### config.mk
export PLATFORM = sky130hd
export DESIGN_NAME = wicb_engine
export DESIGN_NICKNAME = d
export VERILOG_FILES = /design/src/assert_macros.svh /design/src/wicb_pkg.sv /design/src/wicb_engine.sv
export SDC_FILE = /design/constraint.sdc
export NUM_CORES = 2
export LEC_CHECK = 0
export ABC_AREA = 1
export BUFFER_PORTS_ARGS = -buffer_cell sky130_fd_sc_hd__buf_2
export CAP_MARGIN = 20
export CORE_ASPECT_RATIO = 0.9
export CORE_UTILIZATION = 26
export CTS_BUF_LIST = sky130_fd_sc_hd__clkbuf_16
export CTS_CLUSTER_DIAMETER = 100
export DETAILED_ROUTE_END_ITERATION = 10
export PLACE_DENSITY_LB_ADDON = 0.08
export SYNTH_ARGS = -nofsm -noshare
export SYNTH_HDL_FRONTEND = slang
export SYNTH_SLANG_ARGS = --single-unit
### constraint.sdc
create_clock -name clock -period 26.3 [get_ports clock]
set_clock_uncertainty 0.15 [all_clocks]
set_input_delay 5.26 -clock clock [delete_from_list [all_inputs] [get_ports clock]]
set_output_delay 5.26 -clock clock [all_outputs]
set_load 0.01 [all_outputs]
### src/assert_macros.svh
// assertion macros shared by the bitmap rtl
// no dependencies; synthesis builds define SYNTH to drop the checks
`ifndef ASSERT_MACROS_SVH
`define ASSERT_MACROS_SVH
`ifndef SYNTH
`define WICB_ASSERT(label, clk, rst, prop) \
   label: assert property (@(posedge clk) disable iff (rst) prop) \
      else $error("check failed");
`define WICB_NEVER(label, clk, rst, cond) \
   label: assert property (@(posedge clk) disable iff (rst) !(cond)) \
      else $error("forbidden condition");
`else
`define WICB_ASSERT(label, clk, rst, prop)
`define WICB_NEVER(label, clk, rst, cond)
`endif
`endif

### src/wicb_pkg.sv
// shared constants, types and helper functions of the write-intent bitmap
// no dependencies
`timescale 1ns / 1ps
package wicb_pkg;
   localparam int WORD_W      = 64;
   localparam int PAGE_WORDS  = 512;
   localparam int NUM_PAGES   = 32;
   localparam int TOTAL_WORDS = PAGE_WORDS * NUM_PAGES;
   localparam int PWORD_W     = $clog2(PAGE_WORDS);
   localparam int PAGE_W      = $clog2(NUM_PAGES);
   localparam int WADDR_W     = PWORD_W + PAGE_W;
   localparam int CHUNK_W     = WADDR_W + 6;
   localparam int PAGE_SHIFT  = PWORD_W + 6;
   localparam int ADDR_W      = 44;
   localparam int LEN_W       = 44;
   localparam int SHIFT_W     = 5;
   localparam int CNT_W       = CHUNK_W + 1;
   localparam int NZW_W       = PWORD_W + 1;
   localparam int RUNB_W      = 31;
   localparam int DONE_W      = 40;
   localparam int EST_W       = 45;
   localparam int PIU_W       = 6;

   localparam logic [2:0] REQ_MARK  = 3'd0;
   localparam logic [2:0] REQ_CLEAN = 3'd1;
   localparam logic [2:0] REQ_TEST  = 3'd2;
   localparam logic [2:0] REQ_FIND  = 3'd3;
   localparam logic [2:0] REQ_DROP  = 3'd4;

   localparam logic CSR_SHIFT = 1'b0;
   localparam logic CSR_DSIZE = 1'b1;

   typedef struct packed {
      logic [2:0]        req_type;
      logic [ADDR_W-1:0] start_addr;
      logic [LEN_W-1:0]  range_len;
   } wicb_req_type;

   typedef struct packed {
      logic [PIU_W-1:0]  pages_in_use;
      logic [EST_W-1:0]  dirty_bytes_est;
      logic              page_all_clear;
      logic [4:0]        page_index;
      logic [DONE_W-1:0] bytes_done;
      logic [RUNB_W-1:0] run_bytes;
      logic [ADDR_W-1:0] run_addr;
      logic              any_dirty;
   } wicb_rsp_type;

   typedef struct packed {
      logic               we;
      logic [WADDR_W-1:0] waddr;
      logic [WORD_W-1:0]  wdata;
      logic [WADDR_W-1:0] raddr;
   } wicb_mem_type;

   typedef struct packed {
      logic ready;
      logic done;
   } wicb_stat_type;

   function automatic logic [6:0] popcnt64(input logic [63:0] x);
      logic [63:0] a, b, c, d, e, f;
      a = x - ((x >> 1) & 64'h5555555555555555);
      b = (a & 64'h3333333333333333) + ((a >> 2) & 64'h3333333333333333);
      c = (b + (b >> 4)) & 64'h0f0f0f0f0f0f0f0f;
      d = c + (c >> 8);
      e = d + (d >> 16);
      f = e + (e >> 32);
      return f[6:0];
   endfunction

   // chunks [a, b) of a word, lowest chunk in the msb
   function automatic logic [63:0] span_mask(input logic [5:0] a, input logic [6:0] b);
      logic [63:0] hi, lo;
      hi = {64{1'b1}} >> a;
      lo = b[6] ? 64'd0 : ({64{1'b1}} >> b[5:0]);
      return hi & ~lo;
   endfunction
endpackage

### src/wicb_engine.sv
// request sequencer: range setup, word read-modify-write, run scan, page drop
// depends on wicb_pkg; drives the word store through a wicb_mem_type struct
`timescale 1ns / 1ps
module wicb_engine (
   input  logic                     clock,
   input  logic                     reset,
   input  logic                     req_go,
   input  wicb_pkg::wicb_req_type   req,
   input  logic [4:0]               cfg_shift,
   input  logic [43:0]              cfg_dsize,
   input  logic                     out_free,
   input  logic [63:0]              rdata,
   output wicb_pkg::wicb_mem_type   mem,
   output wicb_pkg::wicb_rsp_type   rsp,
   output wicb_pkg::wicb_stat_type  stat
);
   import wicb_pkg::*;

   typedef enum logic [14:0] {
      ST_CLR   = 15'h0001,
      ST_IDLE  = 15'h0002,
      ST_SET1  = 15'h0004,
      ST_SET2  = 15'h0008,
      ST_RD    = 15'h0010,
      ST_MOD   = 15'h0020,
      ST_CNT   = 15'h0040,
      ST_PCLR  = 15'h0080,
      ST_FRD   = 15'h0100,
      ST_FCHK  = 15'h0200,
      ST_FBIT  = 15'h0400,
      ST_FC1   = 15'h0800,
      ST_FC2   = 15'h1000,
      ST_DROP  = 15'h2000,
      ST_FIN   = 15'h4000
   } state_type;

   state_type            state_ff, state_in;
   logic [2:0]           op_ff;
   logic [ADDR_W-1:0]    addr_ff;
   logic [LEN_W-1:0]     len_ff;
   logic [SHIFT_W-1:0]   sh_ff;
   logic [ADDR_W-1:0]    ds_ff;
   logic                 pok_ff;
   logic [CHUNK_W-1:0]   lo_ff;
   logic [CHUNK_W:0]     hi_ff;
   logic [WADDR_W-1:0]   w_ff;
   logic [63:0]          delta_ff;
   logic [63:0]          sv_ff;
   logic [5:0]           lead_ff;
   logic [6:0]           run_ff;
   logic                 phase_ff;
   logic [50:0]          off_ff;
   logic [37:0]          rb_ff;
   logic                 any_ff;
   logic [ADDR_W-1:0]    raddr_ff;
   logic [RUNB_W-1:0]    rbytes_ff;
   logic [DONE_W-1:0]    done_ff;
   logic [4:0]           pidx_ff;
   logic                 pclr_ff;
   logic [CNT_W-1:0]     dirty_ff;
   logic [NUM_PAGES-1:0] present_ff;
   logic [NZW_W-1:0]     nzw_ff [NUM_PAGES];

   // range setup
   logic [5:0]        shp;
   logic [ADDR_W-1:0] page_full;
   logic [46:0]       pw, off, rem;
   logic [LEN_W-1:0]  sz;
   logic [45:0]       csz, endb, hi_raw;
   logic [CHUNK_W:0]  hi_c;
   logic [ADDR_W-1:0] lo_full;
   logic              go;
   // word step
   logic [CHUNK_W:0]   hm1;
   logic [WADDR_W-1:0] lo_w, hi_w;
   logic [5:0]         ma;
   logic [6:0]         mb;
   logic [63:0]        m, nw;
   logic [PAGE_W-1:0]  wpg;
   logic [6:0]         n;
   logic [CNT_W-1:0]   full;
   logic [51:0]        endr;
   logic [ADDR_W-1:0]  rbc;
   logic [6:0]         piu;

   always_comb begin
      shp       = 6'(sh_ff) + 6'd15;
      page_full = addr_ff >> shp;
      pw        = 47'd1 << shp;
      off       = {3'b0, addr_ff} & (pw - 47'd1);
      rem       = pw - off;
      sz        = ({3'b0, len_ff} < rem) ? len_ff : rem[LEN_W-1:0];
      csz       = 46'd1 << sh_ff;
      endb      = {2'b0, addr_ff} + {2'b0, len_ff} + csz - 46'd1;
      hi_raw    = endb >> sh_ff;
      hi_c      = (hi_raw > 46'(TOTAL_WORDS * 64)) ? (CHUNK_W+1)'(TOTAL_WORDS * 64)
                                                   : hi_raw[CHUNK_W:0];
      lo_full   = addr_ff >> sh_ff;
      go        = (lo_full < {{(ADDR_W-CHUNK_W-1){1'b0}}, hi_c}) &&
                  ((op_ff == REQ_CLEAN) ? pok_ff : (len_ff != '0));
      hm1       = hi_ff - 1'b1;
      lo_w      = lo_ff[CHUNK_W-1:6];
      hi_w      = hm1[CHUNK_W-1:6];
      ma        = (w_ff == lo_w) ? lo_ff[5:0] : 6'd0;
      mb        = (w_ff == hi_w) ? ({1'b0, hm1[5:0]} + 7'd1) : 7'd64;
      m         = span_mask(ma, mb);
      nw        = (op_ff == REQ_MARK) ? (rdata | m) : (rdata & ~m);
      wpg       = w_ff[WADDR_W-1:PWORD_W];
      n         = popcnt64(delta_ff);
      full      = CNT_W'(popcnt64(64'(present_ff))) << PAGE_SHIFT;
      endr      = {1'b0, off_ff} + 52'(rb_ff);
      if (endr > 52'(ds_ff)) begin
         rbc = (off_ff >= 51'(ds_ff)) ? '0 : ds_ff - off_ff[ADDR_W-1:0];
      end else begin
         rbc = rb_ff[ADDR_W-1:0];
      end
      piu       = popcnt64(64'(present_ff));
   end

   always_comb begin
      mem.raddr = w_ff;
      mem.waddr = w_ff;
      mem.we    = (state_ff == ST_CLR) ||
                  ((state_ff == ST_MOD) && (op_ff != REQ_TEST));
      mem.wdata = (state_ff == ST_CLR) ? 64'd0 : nw;
   end

   always_comb begin
      state_in = state_ff;
      case (state_ff)
         ST_CLR:  if (w_ff == WADDR_W'(TOTAL_WORDS - 1)) state_in = ST_IDLE;
         ST_IDLE: if (req_go) begin
            case (req.req_type)
               REQ_MARK, REQ_CLEAN, REQ_TEST: state_in = ST_SET1;
               REQ_FIND: state_in = ST_FRD;
               REQ_DROP: state_in = ST_DROP;
               default:  state_in = ST_FIN;
            endcase
         end
         ST_SET1: state_in = ST_SET2;
         ST_SET2: begin
            if (go) state_in = ST_RD;
            else if (op_ff == REQ_CLEAN && pok_ff) state_in = ST_PCLR;
            else state_in = ST_FIN;
         end
         ST_RD:  state_in = ST_MOD;
         ST_MOD: state_in = ST_CNT;
         ST_CNT: begin
            if (w_ff != hi_w) state_in = ST_RD;
            else if (op_ff == REQ_CLEAN) state_in = ST_PCLR;
            else state_in = ST_FIN;
         end
         ST_PCLR: state_in = ST_FIN;
         ST_FRD: begin
            if (present_ff[wpg]) state_in = ST_FCHK;
            else if (wpg == PAGE_W'(NUM_PAGES - 1)) state_in = ST_FIN;
         end
         ST_FCHK: begin
            if (rdata != '0) state_in = ST_FBIT;
            else if (w_ff == WADDR_W'(TOTAL_WORDS - 1)) state_in = ST_FIN;
            else state_in = ST_FRD;
         end
         ST_FBIT: if (phase_ff && !sv_ff[63]) state_in = ST_FC1;
         ST_FC1:  state_in = ST_FC2;
         ST_FC2:  state_in = ST_FIN;
         ST_DROP: state_in = ST_FIN;
         ST_FIN:  if (out_free) state_in = ST_IDLE;
         default: state_in = ST_IDLE;
      endcase
   end

   always_ff @(posedge clock) begin
      if (reset) begin
         state_ff   <= ST_CLR;
         w_ff       <= '0;
         dirty_ff   <= '0;
         present_ff <= '0;
         for (int p = 0; p < NUM_PAGES; p++) nzw_ff[p] <= '0;
      end else begin
         state_ff <= state_in;
         case (state_ff)
            ST_CLR: w_ff <= w_ff + 1'b1;
            ST_IDLE: if (req_go) begin
               op_ff     <= req.req_type;
               addr_ff   <= req.start_addr;
               len_ff    <= req.range_len;
               sh_ff     <= cfg_shift;
               ds_ff     <= cfg_dsize;
               any_ff    <= 1'b0;
               raddr_ff  <= '0;
               rbytes_ff <= '0;
               done_ff   <= '0;
               pidx_ff   <= '0;
               pclr_ff   <= 1'b0;
               w_ff      <= '0;
            end
            ST_SET1: if (op_ff == REQ_CLEAN) begin
               len_ff  <= sz;
               done_ff <= sz[DONE_W-1:0];
               pidx_ff <= page_full[4:0];
               pok_ff  <= (page_full < ADDR_W'(NUM_PAGES)) &&
                          present_ff[page_full[PAGE_W-1:0]];
            end
            ST_SET2: begin
               lo_ff <= lo_full[CHUNK_W-1:0];
               hi_ff <= hi_c;
               w_ff  <= lo_full[CHUNK_W-1:6];
            end
            ST_MOD: begin
               case (op_ff)
                  REQ_MARK: begin
                     delta_ff        <= m & ~rdata;
                     present_ff[wpg] <= 1'b1;
                  end
                  REQ_CLEAN: delta_ff <= rdata & m;
                  default: begin
                     delta_ff <= '0;
                     if ((rdata & m) != '0) any_ff <= 1'b1;
                  end
               endcase
               if (op_ff != REQ_TEST) begin
                  nzw_ff[wpg] <= nzw_ff[wpg] + NZW_W'(nw != '0) - NZW_W'(rdata != '0);
               end
            end
            ST_CNT: begin
               if (op_ff == REQ_MARK) dirty_ff <= dirty_ff + CNT_W'(n);
               else if (dirty_ff > CNT_W'(n)) dirty_ff <= dirty_ff - CNT_W'(n);
               else dirty_ff <= '0;
               w_ff <= w_ff + 1'b1;
            end
            ST_PCLR: pclr_ff <= (nzw_ff[pidx_ff[PAGE_W-1:0]] == '0);
            ST_FRD: if (!present_ff[wpg] && wpg != PAGE_W'(NUM_PAGES - 1)) begin
               // absent pages hold no dirty bits
               w_ff <= {wpg + 1'b1, {PWORD_W{1'b0}}};
            end
            ST_FCHK: begin
               sv_ff    <= rdata;
               lead_ff  <= '0;
               run_ff   <= '0;
               phase_ff <= 1'b0;
               if (rdata == '0) w_ff <= w_ff + 1'b1;
            end
            ST_FBIT: begin
               if (!phase_ff) begin
                  if (sv_ff[63]) phase_ff <= 1'b1;
                  else begin
                     sv_ff   <= sv_ff << 1;
                     lead_ff <= lead_ff + 1'b1;
                  end
               end else if (sv_ff[63]) begin
                  sv_ff  <= sv_ff << 1;
                  run_ff <= run_ff + 1'b1;
               end
            end
            ST_FC1: begin
               off_ff <= 51'({w_ff, lead_ff}) << sh_ff;
               rb_ff  <= 38'(run_ff) << sh_ff;
            end
            ST_FC2: begin
               raddr_ff  <= off_ff[ADDR_W-1:0];
               rbytes_ff <= (rbc > ADDR_W'({RUNB_W{1'b1}})) ? {RUNB_W{1'b1}}
                                                            : rbc[RUNB_W-1:0];
            end
            ST_DROP: begin
               for (int p = 0; p < NUM_PAGES; p++) begin
                  if (nzw_ff[p] == '0) present_ff[p] <= 1'b0;
               end
            end
            ST_FIN: begin
               // drop leaves the count capped by the surviving pages
               if (op_ff == REQ_DROP && dirty_ff > full) dirty_ff <= full;
            end
            default: ;
         endcase
      end
   end

   logic [CNT_W-1:0] dirty_now;
   logic [51:0]      est_now;
   always_comb begin
      dirty_now = (op_ff == REQ_DROP && dirty_ff > full) ? full : dirty_ff;
      est_now   = 52'(dirty_now) << sh_ff;
   end

   always_comb begin
      rsp.any_dirty       = any_ff;
      rsp.run_addr        = raddr_ff;
      rsp.run_bytes       = rbytes_ff;
      rsp.bytes_done      = done_ff;
      rsp.page_index      = pidx_ff;
      rsp.page_all_clear  = pclr_ff;
      rsp.dirty_bytes_est = (est_now > 52'({EST_W{1'b1}})) ? {EST_W{1'b1}}
                                                           : est_now[EST_W-1:0];
      rsp.pages_in_use    = piu[PIU_W-1:0];
      stat.ready          = (state_ff == ST_IDLE);
      stat.done           = (state_ff == ST_FIN) && out_free;
   end
endmodule
==> metrics.yaml <==
hpwlAfterDp_microns: 289000
hold_ws_ns: 0.331
htreeDepth: 3
port_buffers: 475
postRouteAntennaNets: 0
timing.final.ws_setup_ns: 8.80
ys_warn_count: 0
synthDistinctLibCells: 81
cp_slowest_stage_delay_ns: 0.77
async_flop_share_pct: 0
arrival_ns: 12.09
worstSetupEndpointType: "output pin"
multi_input_area_sq_um: 43900
syn_inst: 10700
drt_iter0_drc: 6171
maxSlewHeadroom_pct: 17.7
cts_resized: 0
top_usage_layer: "met2"
final_cell_area_sq_um: 89500
dieArea_sq_um: 305000
place_area_sq_um: 85300
syn_to_final_growth_pct: 13.8
clock_latency_ns: 0.81
min_period_over_period_pct: 66.5
path_max_fanout: 27
nets: 11900
gr-usage-met2_pct: 37.5
crit_path_start_kind: "flip-flop"
die_w_microns: 582
wl_per_cell_microns: 24.2
antenna_found_initial: 20
synth_ff_type: "edfxtp_1"
place_congestion: 0.919
grt_usage_pct: 23.1
dp_worst_setup_slack_ns: 8.95
critPathKind: "flip-flop to output pin"
grt_pass1_wl_microns: 521000
crit_path_top_delay_cell: "o21ai_0"
vias: 75500
clk_pin_slew_ns: 0.06
cts_buffer_depth: 3
ioPinCount: 476
rows: 191
grt_max_degree: 89
required_ns: 20.89
slew_violations: 0
fmax_ghz: 0.0571
yosysSeqAreaShare_pct: 34.9
outcome: "finished, final reports clean"
finalSetupViolations: 0
drc: 0
drive_above_1_share_pct: 8.86
cts_buffers: 121
netlist_area_sq_um: 78700
finalHoldViolations: 0
regArea_sq_um: 27500
rsz0062_at_grt: "false"
core_sq_um: 301000
min_path_type: "flip-flop to flip-flop"
avgSynthCellArea_sq_um: 7.35
holdBufCountCts: 0
grt_pass1_vias: 73800
p_leak_uw: 0.0405
clockRootBuffer: "clkbuf_16"
viasPerCell: 5.02
synth_seq_cells: 946
cpMostUsedCell: "nand2_1"
met3_usage_pct: 2.38
tns_ns: 0
initial_core_util_pct: 26.1
cap_violations: 0
powerDensity_nw_per_um2: 43.3
post_cts_buffers: 0
tightest_slew_ns: 1.22
use_met1_pct: 32.9
grt-ovfl-total: 0
p_total_uw: 3870
nFillCells: 32900
fin_crit_ns: 17.50
synth_edf_count: 854
cts_tree: "yes"
wirelength_microns: 363000
drtPass1Iterations: 6
die-height_microns: 524
cts.sinks: 946
ir_drop_v: 0.0000586
## registers in the layout, summed over array words and instances (netlist names), 32 cells and up, named ones only
register / cells
present_ff: 32
off_ff: 51
done_ff: 40
sv_ff: 64
len_ff: 44
raddr_ff: 44
delta_ff: 64
nzw_ff: 320
ds_ff: 44
rb_ff: 38
addr_ff: 44
## stage by stage
| stage | util [%] | std cells |
|---|---|---|
| 2_1_floorplan | - | 10700 |
| 4_1_cts | 29.7 | 15000 |
| 6_report | 29.7 | 15000 |
| 3_3_place_gp | 28.3 | 14800 |
| 5_1_grt | 29.7 | 15000 |
| 3_5_place_dp | 28.4 | 14800 |
## cells in the final DEF (no fill, tap or decap), types with 132 or more instances in the layout
cell,count
a21oi_1,565
nand4_1,149
o21ai_0,832
nor2_1,1391
buf_2,476
nand3_1,695
inv_1,1472
ha_1,591
xor2_1,256
nor3_1,132
nand2_1,2177
edfxtp_1,854
## per-layer routing
layer  routed length, microns  up-vias
met5                       92        -
li1                         -    36400
met3                    17500      316
met4                     7760        8
met1                   174000    36700
met2                   164000     2164
## synthesized netlist by cell type (136+ instances only)
cell type,n,area [sq um]
a21oi_1,567,2840
clkbuf_1,332,1250
edfxtp_1,854,25600
ha_1,591,7390
inv_1,1459,5480
nand2_1,2178,8180
nand3_1,695,3480
nand4_1,149,932
nor2_1,1398,5250
nor3_1,136,681
o21ai_0,836,4180
xor2_1,261,2290
## worst max-delay path, delay by kind of cell (launching register included)
kind	cells	cell delay [ns]
fa+ha+maj	7	2.72
compound gates	14	4.09
flops	1	0.41
simple gates	22	2.20
xor+xnor	5	1.06
buf+inv	6	0.82
## cell families after synthesis
| logic type | synth area share (%) |
|---|---|
| adders and majority gates | 11.5 |
| muxes | 0.802 |
| buffers and inverters | 9.54 |
| DFF | 34.9 |
| xor gates and xnor gates | 3.69 |
| AOI/OAI and AO/OA | 14.0 |
| and+or+nand+nor | 25.5 |
| other | 0.00477 |
## layout make-up
cell class,instances,area share [%]
Clock buffer,123,3.44
Multi-Input combinational cell,7791,49.0
Tap cell,3956,5.53
Timing Repair Buffer,606,3.82
Sequential cell,946,30.7
Inverter,1505,6.33
Clock inverter,103,1.12
Antenna cell,9,0.0252
## final timing paths
path / start / to / slack [ns] / cells past startpoint
worst max-delay path: present_ff[3] / rsp[146] / 8.80 / 54
worst min-delay path: pidx_ff[0] / flip-flop / 0.33 / 2
worst max register to register: delta_ff[0] / dirty_ff[20] / 14.14 / 62
worst min register to register: pidx_ff[0] / flip-flop / 0.33 / 2
## power breakdown
group	leakage [uW]	total [uW]	switching, uW	internal (uW)
clock	0.00206	1750	745	1010
combinational	0.0297	432	315	117
sequential	0.00872	1690	25.4	1670
total	0.0405	3870	1080	2790
(Power assumes the default switching activity.)
